===== src/rtl/mpsm_pkg.sv =====
`default_nettype none
package mpsm_pkg;

  localparam int PAT_BYTES  = 16;
  localparam int LEN_W      = 5;
  localparam int POS_W      = 48;
  localparam int CFG_IDX_W  = 3;
  localparam int CFG_DATA_W = 64;

  typedef logic [CFG_IDX_W-1:0] cfg_idx_t;

  localparam cfg_idx_t CFG_PAT_LOW  = 3'd0;
  localparam cfg_idx_t CFG_PAT_HIGH = 3'd1;
  localparam cfg_idx_t CFG_CARE     = 3'd2;
  localparam cfg_idx_t CFG_LENGTH   = 3'd3;
  localparam cfg_idx_t CFG_BASE     = 3'd4;

  typedef logic [1:0] outcome_t;

  localparam outcome_t OUT_NONE = 2'd0;
  localparam outcome_t OUT_ONE  = 2'd1;
  localparam outcome_t OUT_MANY = 2'd2;

  typedef struct packed {
    logic [LEN_W-1:0]     length;
    logic [PAT_BYTES-1:0] care;
    logic [63:0]          high;
    logic [63:0]          low;
  } pat_cfg_t;

endpackage
`default_nettype wire


===== src/rtl/mpsm_match.sv =====
`default_nettype none
// Masked compare of the window against the pattern; window entry 0 is the newest byte,
// pattern byte k lines up with window entry length-1-k.
module mpsm_match #(
  parameter int WIN = 16
) (
  input  logic [7:0]         win [WIN],
  input  mpsm_pkg::pat_cfg_t pat,
  output logic               hit
);

  localparam int IW = (WIN > 1) ? $clog2(WIN) : 1;

  always_comb begin
    logic [8*mpsm_pkg::PAT_BYTES-1:0] pbytes;
    logic [mpsm_pkg::LEN_W-1:0]       idx;
    logic [7:0]                       wbyte;
    logic                             any_care;
    logic                             all_eq;
    logic                             in_use;
    pbytes   = {pat.high, pat.low};
    any_care = 1'b0;
    all_eq   = 1'b1;
    for (int k = 0; k < mpsm_pkg::PAT_BYTES; k++) begin
      in_use = mpsm_pkg::LEN_W'(k) < pat.length;
      idx    = pat.length - mpsm_pkg::LEN_W'(1) - mpsm_pkg::LEN_W'(k);
      wbyte  = 8'h00;
      if (in_use && (32'(idx) < WIN)) begin
        wbyte = win[idx[IW-1:0]];
      end
      if (in_use && pat.care[k]) begin
        any_care = 1'b1;
        if (wbyte != pbytes[8*k +: 8]) begin
          all_eq = 1'b0;
        end
      end
    end
    hit = any_care && all_eq;
  end

endmodule
`default_nettype wire


===== src/rtl/masked_pattern_sole_match_scan.sv =====
// Masked byte pattern scan with a sole-match result.
// Input stream s_*: one region byte per word in s_tdata[7:0]; s_tlast marks the final
// byte. Output stream m_*: one word per region, sent after the final byte; m_tdata holds
// the matched address (region base plus offset) when exactly one match was found, else
// zero; m_tuser holds the outcome (0 none, 1 one, 2 several).
// Config channel cfg_*: index 0 pattern bytes 0..7, 1 pattern bytes 8..15, 2 care mask,
// 3 pattern length, 4 region base. cfg_ready is always high; write only while idle.
// Throughput is one byte per cycle while s_tready is high: an input register feeds a single
// compare stage that updates the window, position and match tally, then loads the result
// register. m_tvalid is set in that register once the final byte passes the compare stage.
// A stalled result holds in the output register; the input side keeps taking bytes until
// another final byte would need that register, then s_tready drops.
// Reset clears the configuration to its defaults (length 1) and starts a new region.
`default_nettype none
module masked_pattern_sole_match_scan #(
  parameter int MAX_PATTERN_BYTES = 16,
  parameter int STEP_BYTES        = 4,
  parameter int ADDRESS_BITS      = 48
) (
  input  logic                              clk,
  input  logic                              rst,
  input  logic                              s_tvalid,
  output logic                              s_tready,
  input  logic [7:0]                        s_tdata,   // [7:0] data_byte
  input  logic                              s_tlast,   // last_byte
  output logic                              m_tvalid,
  input  logic                              m_tready,
  output logic [mpsm_pkg::POS_W-1:0]        m_tdata,   // [47:0] found_address
  output logic [1:0]                        m_tuser,   // [1:0] outcome
  input  logic                              cfg_valid,
  output logic                              cfg_ready,
  input  logic [mpsm_pkg::CFG_IDX_W-1:0]    cfg_index,
  input  logic [mpsm_pkg::CFG_DATA_W-1:0]   cfg_data
);

  localparam int POS_W = mpsm_pkg::POS_W;
  localparam int LEN_W = mpsm_pkg::LEN_W;
  localparam int WIN   = (MAX_PATTERN_BYTES < mpsm_pkg::PAT_BYTES) ?
                         MAX_PATTERN_BYTES : mpsm_pkg::PAT_BYTES;
  localparam int PH_W  = (STEP_BYTES > 1) ? $clog2(STEP_BYTES) : 1;
  localparam logic [POS_W-1:0] ADDR_MASK = (ADDRESS_BITS >= POS_W) ? {POS_W{1'b1}} :
                                           ((POS_W'(1) << ADDRESS_BITS) - POS_W'(1));

  // configuration
  mpsm_pkg::pat_cfg_t   pat;
  logic [POS_W-1:0]     base;

  assign cfg_ready = 1'b1;

  always_ff @(posedge clk) begin
    if (rst) begin
      pat.low    <= '0;
      pat.high   <= '0;
      pat.care   <= '0;
      pat.length <= LEN_W'(1);
      base       <= '0;
    end else if (cfg_valid) begin
      case (cfg_index)
        mpsm_pkg::CFG_PAT_LOW:  pat.low    <= cfg_data;
        mpsm_pkg::CFG_PAT_HIGH: pat.high   <= cfg_data;
        mpsm_pkg::CFG_CARE:     pat.care   <= cfg_data[mpsm_pkg::PAT_BYTES-1:0];
        mpsm_pkg::CFG_LENGTH:   pat.length <= cfg_data[LEN_W-1:0];
        mpsm_pkg::CFG_BASE:     base       <= cfg_data[POS_W-1:0];
        default: ;
      endcase
    end
  end

  // input register
  logic       in_valid;
  logic [7:0] in_byte;
  logic       in_last;
  logic       go;

  assign go       = in_valid && (!in_last || !m_tvalid || m_tready);
  assign s_tready = !in_valid || go;

  always_ff @(posedge clk) begin
    if (rst) begin
      in_valid <= 1'b0;
    end else if (s_tready) begin
      in_valid <= s_tvalid;
    end
  end

  always_ff @(posedge clk) begin
    if (s_tready && s_tvalid) begin
      in_byte <= s_tdata[7:0];
      in_last <= s_tlast;
    end
  end

  // scan state
  logic [7:0]             win      [WIN];
  logic [7:0]             win_next [WIN];
  logic [POS_W-1:0]       pos;
  logic [PH_W-1:0]        phase;
  logic [POS_W-1:0]       match_off;
  mpsm_pkg::outcome_t     tally;
  logic [PH_W-1:0]        len_phase [mpsm_pkg::PAT_BYTES];

  // (length-1) mod step for every length
  for (genvar g = 0; g < mpsm_pkg::PAT_BYTES; g++) begin : g_lph
    assign len_phase[g] = PH_W'(g % STEP_BYTES);
  end

  always_comb begin
    win_next[0] = in_byte;
    for (int i = 1; i < WIN; i++) begin
      win_next[i] = win[i-1];
    end
  end

  logic hit;

  mpsm_match #(.WIN(WIN)) u_match (
    .win (win_next),
    .pat (pat),
    .hit (hit)
  );

  logic [LEN_W-1:0]   len_m1;
  logic               len_ok;
  logic               aligned;
  logic               found;
  logic [POS_W-1:0]   start;
  logic [POS_W-1:0]   match_off_next;
  mpsm_pkg::outcome_t tally_next;
  logic [PH_W-1:0]    phase_next;
  logic [POS_W-1:0]   sum;

  always_comb begin
    len_m1  = pat.length - LEN_W'(1);
    len_ok  = (pat.length != '0) && (32'(pat.length) <= WIN);
    aligned = (phase == len_phase[len_m1[3:0]]);
    found   = len_ok && (pos >= POS_W'(len_m1)) && aligned && hit;
    start   = pos - POS_W'(len_m1);

    match_off_next = match_off;
    tally_next     = tally;
    if (found) begin
      match_off_next = start;
      if (tally != mpsm_pkg::OUT_MANY) begin
        tally_next = tally + 2'd1;
      end
    end

    if ((phase == PH_W'(STEP_BYTES - 1)) || (pos == {POS_W{1'b1}})) begin
      phase_next = '0;
    end else begin
      phase_next = phase + PH_W'(1);
    end

    sum = (base + match_off_next) & ADDR_MASK;
  end

  always_ff @(posedge clk) begin
    if (go) begin
      for (int i = 0; i < WIN; i++) begin
        win[i] <= win_next[i];
      end
    end
  end

  always_ff @(posedge clk) begin
    if (rst) begin
      pos       <= '0;
      phase     <= '0;
      match_off <= '0;
      tally     <= mpsm_pkg::OUT_NONE;
    end else if (go) begin
      if (in_last) begin
        pos       <= '0;
        phase     <= '0;
        match_off <= '0;
        tally     <= mpsm_pkg::OUT_NONE;
      end else begin
        pos       <= pos + POS_W'(1);
        phase     <= phase_next;
        match_off <= match_off_next;
        tally     <= tally_next;
      end
    end
  end

  // result register
  always_ff @(posedge clk) begin
    if (rst) begin
      m_tvalid <= 1'b0;
    end else if (go && in_last) begin
      m_tvalid <= 1'b1;
    end else if (m_tready) begin
      m_tvalid <= 1'b0;
    end
  end

  always_ff @(posedge clk) begin
    if (go && in_last) begin
      m_tdata <= (tally_next == mpsm_pkg::OUT_ONE) ? sum : '0;
      m_tuser <= tally_next;
    end
  end

endmodule
`default_nettype wire

===== config.mk =====
export PLATFORM = sky130hd
export DESIGN_NAME = masked_pattern_sole_match_scan
export DESIGN_NICKNAME = d
export VERILOG_FILES = /design/src/rtl/mpsm_pkg.sv /design/src/rtl/mpsm_match.sv /design/src/rtl/masked_pattern_sole_match_scan.sv
export SDC_FILE = /design/constraint.sdc
export NUM_CORES = 2
export LEC_CHECK = 0
export ABC_AREA = 0
export BUFFER_PORTS_ARGS = -buffer_cell sky130_fd_sc_hd__buf_2
export CORE_UTILIZATION = 35
export DETAILED_ROUTE_END_ITERATION = 12
export PLACE_DENSITY_LB_ADDON = 0.08
export REMOVE_ABC_BUFFERS = 1
export SLEW_MARGIN = 0
export SYNTH_ARGS = -nofsm -noshare
export SYNTH_HDL_FRONTEND = slang
export SYNTH_SLANG_ARGS = --single-unit
export TNS_END_PERCENT = 10

===== constraint.sdc =====
create_clock -name clk -period 11.9 [get_ports clk]
set_clock_uncertainty 0.1 [all_clocks]
set_input_delay 0 -clock clk [delete_from_list [all_inputs] [get_ports clk]]
set_output_delay 0 -clock clk [all_outputs]
set_load 0.02 [all_outputs]

**Word level (Yosys, flattened, before mapping)**

Memories as Yosys holds them, arrays and structs flattened.
Index checks and enable logic that the tools add are counted.

- Register bits after elaboration: 358
- Latch bits: 0
- Bits in writable memories: 128
- Memory bits (read-only): 32
- Bits of input ports: 81
- Output and inout bits: 53
- Logic and storage cells: 310
- Memories kept: 2

Memories:

| memory | depth | bits a word | rd ports | clocked after Yosys merged registers in | wr ports | RTL line | RTL |
|---|---|---|---|---|---|---|---|
| win | 16 | 8 | 15 | 0 | 16 | masked_pattern_sole_match_scan.sv:94 | `logic [7:0] win [WIN];` |
| (no name shown) | 16 | 2 | 1 | 0 | 0 | masked_pattern_sole_match_scan.sv:135 | `aligned = (phase == len_phase[len_m1[3:0]]);` |

- Add/subtract/negate cells: 21
- Multipliers: 0
- Divide/modulo/power cells: 0
- Order comparisons: 50
- Equal/unequal tests: 25
- Shifts and indexed selects: 0
- Muxes and demuxes: 126
- Bitwise gates (word level): 16
- Reduce and logical (&&, ||, !) cells: 55

Operators by type and width:

| cell | count |
|---|---|
| $bmux 8 s4 | 16 |
| $mux 8 | 48 |
| $mux 48 | 3 |
| $ne 8x8->1 | 16 |
| $ge 5x5->1 const B | 16 |
| $lt 5x5->1 const B | 16 |
| $not 4->5 | 16 |
| $mux 1 | 52 |
| $add 48x1->48 const B | 1 |
| $add 48x48->48 | 1 |
| $eq 48x48->1 const B | 1 |
| $ge 48x5->1 | 1 |
| $sub 48x5->48 | 1 |
| $logic_and 1x1->1 | 40 |
| $lt 4x5->1 const A | 8 |
| $sub 5x4->5 const B | 8 |
| $lt 3x5->1 const A | 4 |
| $sub 5x3->5 const B | 4 |
| $mux 2 | 7 |
| $lt 1x5->1 const A | 2 |
| $lt 2x5->1 const A | 2 |
| $reduce_and 2->1 | 5 |
| $sub 5x1->5 const B | 2 |
| $sub 5x2->5 const B | 2 |
| 14 further kinds | 21 |

**Logic depth before layout (Yosys ltp)**

- Depth in word-level cells: 43
- Depth in mapped cells: 44
- Depth with buffers taken out: 34

**Modules after synthesis**

Synthesis repeated with hierarchy kept, for this count alone.

- Cells, all modules: 3593
- Area, all modules: 32049.5 um2

By module, submodules not included:

| module | times used | cells an instance | area each (um2) | seq. area each (um2) |
|---|---|---|---|---|
| masked_pattern_sole_match_scan | 1 | 2214 | 21013.9 | 11360.9 |
| mpsm_match | 1 | 1379 | 11035.6 | 0.0 |

**Worst setup path after synthesis**

OpenSTA, ideal clock, no wires.

- Path type: flip-flop to flip-flop
- From: register, netlist name pat[144]
- To: register m_tdata[47] (netlist name), data pin
- Setup time: 0.262 ns
- Arrival time: 9.282 ns
- Data required time: 11.538 ns
- Setup slack: 2.255 ns
- Stages on the path, launching flop included: 43
- Buffers on the path: 11
- Period minus slack after synthesis: 9.645 ns
- Cells stage by stage: dfxtp_1 -> buf_2 -> inv_2 -> clkbuf_1 -> buf_2 -> buf_2 -> ha_1 -> buf_2 -> buf_4 -> buf_2 -> buf_4 -> inv_2 -> ha_1 -> buf_2 -> or4_1 -> a21o_1 -> a211oi_2 -> buf_4 -> [... 7 more ...] -> nor4_4 -> buf_2 -> mux2_2 -> ha_1 -> a21o_1 -> a21o_1 -> a21oi_1 -> o21ai_0 -> a31oi_1 -> o2111ai_1 -> nand3b_1 -> nand4b_1 -> a221o_1 -> o41ai_1 -> a2bb2oi_1 -> a211oi_1 -> nor2b_1 -> mux2_1

- Longest elaborated chain between the ends: 43
- Elaborated cells on any way between the ends: 241
- Classes of those cells: add/sub (18); order compare (34); eq/ne (18); mux (116); bitwise (16); reduce/logical (38); memory (1)

RTL lines:

| what | RTL line | RTL |
|---|---|---|
| parallel branches: the longest is 43 deep, another holds $sub 5x1->5 | n/a |  |
| to (signal assigned) | masked_pattern_sole_match_scan.sv:199 | `m_tdata <= (tally_next == mpsm_pkg::OUT_ONE) ? sum : '0;` |
| to (decl) | masked_pattern_sole_match_scan.sv:28 | `output logic [mpsm_pkg::POS_W-1:0] m_tdata,` |

Several ways; the timed one is not identified. The select of a mux whose other input is x is not followed.
A chain may end at the register's enable or synchronous reset.

**Worst setup path in the final report**

- From: register, netlist name pat[144]
- To: register m_tdata[47] (netlist name), data pin

- Longest elaborated chain between the ends: 43
- Elaborated cells on any way between the ends: 241
- Classes of those cells: add/sub (18); order compare (34); eq/ne (18); mux (116); bitwise (16); reduce/logical (38); memory (1)

RTL lines:

| what |
|---|
| parallel branches: the longest is 43 deep, another holds $sub 5x1->5 |

Several ways; the timed one is not identified. The select of a mux whose other input is x is not followed.

==> results.yml <==
synthesis:
  synth_area_leader_cell: "dfxtp_1"
  ys_top_cells_by_area: "dfxtp_1 19%, edfxtp_1 17%, mux4_2 11%, nand2_1 6.5%, a21oi_1 5.2%"
  yosysMostFrequentCell: "nand2_1"
  synth_cell_types: 85
  syn_inst: 3385
  synth_top_area_share_pct: 19.18
  synthArstFlopShare_pct: 0
  netlist_area_mm2: 0.03121
  synth.avg_cell_area_um2: 9.221
  synth-edff-count: 179
  synth-seq-cells: 478
  synth_common_cells: "541 x nand2_1, 324 x a21oi_1, 299 x dfxtp_1"
  synth_ff_type: "dfxtp_1"
  yosysWarnings: 0
  ys_seq_area_share_pct: 36.40
setup_path:
  cpPeakStageDelay_ns: 0.75
  end_kind: "flop"
  worstSetupStartpoint: "pat[144]"
  required_ns: 12.21
  worstPathArrival_ns: 11.09
  path_class: "flop to flop"
  cp_slowest_cell: "nor2_2"
  cp_max_fo: 66
  cp-start-kind: "flop"
  reg2reg_from: "pat[144]"
  cpMostUsedCell: "a21oi_1"
layout:
  fill_cells: 8675
  nNetsFinal: 3662
  area_growth_pct: 14.99
  seqCellArea_mm2: 0.01137
  layout-drive-gt1-share_pct: 15.68
  fin_area_mm2: 0.03589
  multi_input_area_mm2: 0.01875
  fin_util_pct: 40.61
floorplanning:
  die_width_um: 300.6
  initial_core_util_pct: 35.32
  die-area_mm2: 0.09038
  ioPinCount: 134
  coreArea_mm2: 0.08837
  die_h_um: 300.6
  core.rowCount: 109
sta:
  setup_tns_ns: 0
  rsz0062_at_grt: "no"
  max_freq_mhz: 92.78
  setup_viol_count_final: 0
  tightest_slew_ns: 1.211
  slew_headroom_pct: 19.30
  final_max_slew_viol_count: 0
  hold_viol: 0
  period_minus_slack_ns: 10.78
  hold_ws_ns: 0.04326
  fin_crit_sh_pct: 90.58
power:
  irDropWorstVdd_mv: 0.1203
  pwr_density_cell_mw_per_mm2: 123.6
  leakagePower_nw: 13.13
  fin_total_pwr_mw: 4.435
clocking:
  cts-resized-gates: 0
  clk_pin_slew_ns: 0.06
  cts_buffers: 58
  cts_tree: "built"
  clock_path_buffers: 3
  htreeDepth: 2
  clockRootBuffer: "clkbuf_16"
  cts_sinks: 478
  clk_latency_ns: 0.66
route:
  wl_per_cell_um: 23.55
  drc: 0
  wirelength_mm: 111.3
  drtIter0Drc: 2221
  ant_nets: 0
  num_vias: 26930
  vias_per_cell: 5.697
  drt_pass1_iterations: 8
status:
  status: "finished clean"
global_routing:
  gr-usage-all-layers_pct: 24.23
  grt_max_degree: 127
  grt_pass1_vias: 25560
  antenna_found_initial: 1
  grt_pass1_wl_mm: 165.4
  grt_overflow: 0
place:
  numPortBuffers: 132
  place_congestion: 0.9399
  placement.cell_area_mm2: 0.03290
  post-dp-hpwl_mm: 82.64
worst_hold_path:
  hold_start: "cfg_data[51]"
  hold_path_class: "input pin to flop"
flow_run:
  drv_cap: 0
-- timing repair --
action / CTS / global route
setup buffers: 0 / 0
endpoints found under the hold margin: 223 / 0
hold buffers: 101 / 0
-- sequential cells by signal, summed over array words and instances (netlist names) --
| register | count |
|---|---|
| win | 120 |
| in_valid | 1 |
| m_tuser | 2 |
| m_tdata | 48 |
| phase | 2 |
| tally | 2 |
| m_tvalid | 1 |
| in_byte | 8 |
| match_off | 48 |
| base | 48 |
| in_last | 1 |
| pos | 48 |
| pat | 149 |
-- metal layers --
| layer | GRT usage [%] | vias up | wire length [um] |
|---|---|---|---|
| li1 | - | 12650 | - |
| met1 | 32.21 | 13340 | 48580 |
| met2 | 41.06 | 799 | 53430 |
| met3 | 2.893 | 138 | 5996 |
| met4 | 7.348 | 0 | 3290 |
| met5 | 0 | - | 0 |
-- kinds of logic after synthesis --
logic type,share of synthesized area [%]
compound gates,15.77
xor+xnor,5.933
fa+ha+maj,3.030
buf+inv,3.848
flops,36.40
mux,17.16
other cells,0.01201
simple gates,17.85
-- path summary, 6_finish.rpt --
path / end / slack, ns / cells after the start
max: m_tdata[47] / 1.12 / 32
min: pat[115] / 0.04 / 4
max reg2reg: m_tdata[47] / 1.12 / 32
min reg2reg: pat[136] / 0.36 / 2
-- final cells by class --
class,count,area share [%]
multi-input cells,2613,52.23
flip-flops and latches,478,31.67
repair buffers,276,5.651
clock buffers,77,4.560
well taps,1165,4.061
clock inverters,33,0.9517
inverters,82,0.8645
diodes,2,0.01394
-- worst max-delay path, delay by kind of cell (launching register included) --
kind,cells,cell delay [ns]
compound gates,13,3.12
fa+ha+maj,3,1.04
buf+inv,4,1.62
flops,1,0.47
mux,3,1.09
simple gates,9,2.96
-- power by group --
group	internal (mW)	switching, mW	leakage [nW]	total (mW)
Sequential	1.73	0.0402	4.15	1.77
Clock	1.08	0.767	0.987	1.85
Combinational	0.317	0.497	8.00	0.814
-- cells in the final DEF (no fill, tap or decap), types with 13 or more instances in the layout --
master           n
nor3_1          29
dfxtp_1        297
a22o_1          13
ha_1            69
mux2_2          87
nand2_1        539
a31oi_1         19
nor2b_1         57
clkinv_2        16
nand4_1         38
a211oi_1        53
dlygate4sd3_1  101
o21bai_1        13
edfxtp_1       179
nand3b_1        15
buf_2          131
xor2_1          89
nand4b_1        15
inv_1           74
nor4_1          17
a21o_1          35
o32ai_1         14
mux4_2         148
clkbuf_16       60
nand2b_1        30
mux2i_1        102
a21oi_1        324
or3_1           21
nor2_1         277
o21ai_0        114
a22oi_1         75
nand3_1         73
buf_4           41
o21a_1          17
xnor2_1        107
-- stage by stage --
step	setup WS (ns)	instances
after floorplan	-7.682	3173
after global placement	1.378	4513
after detailed placement	1.062	4513
after CTS	1.009	4724
after global routing	0.1648	4724
final	1.121	4726
(Power assumes the default switching activity.)
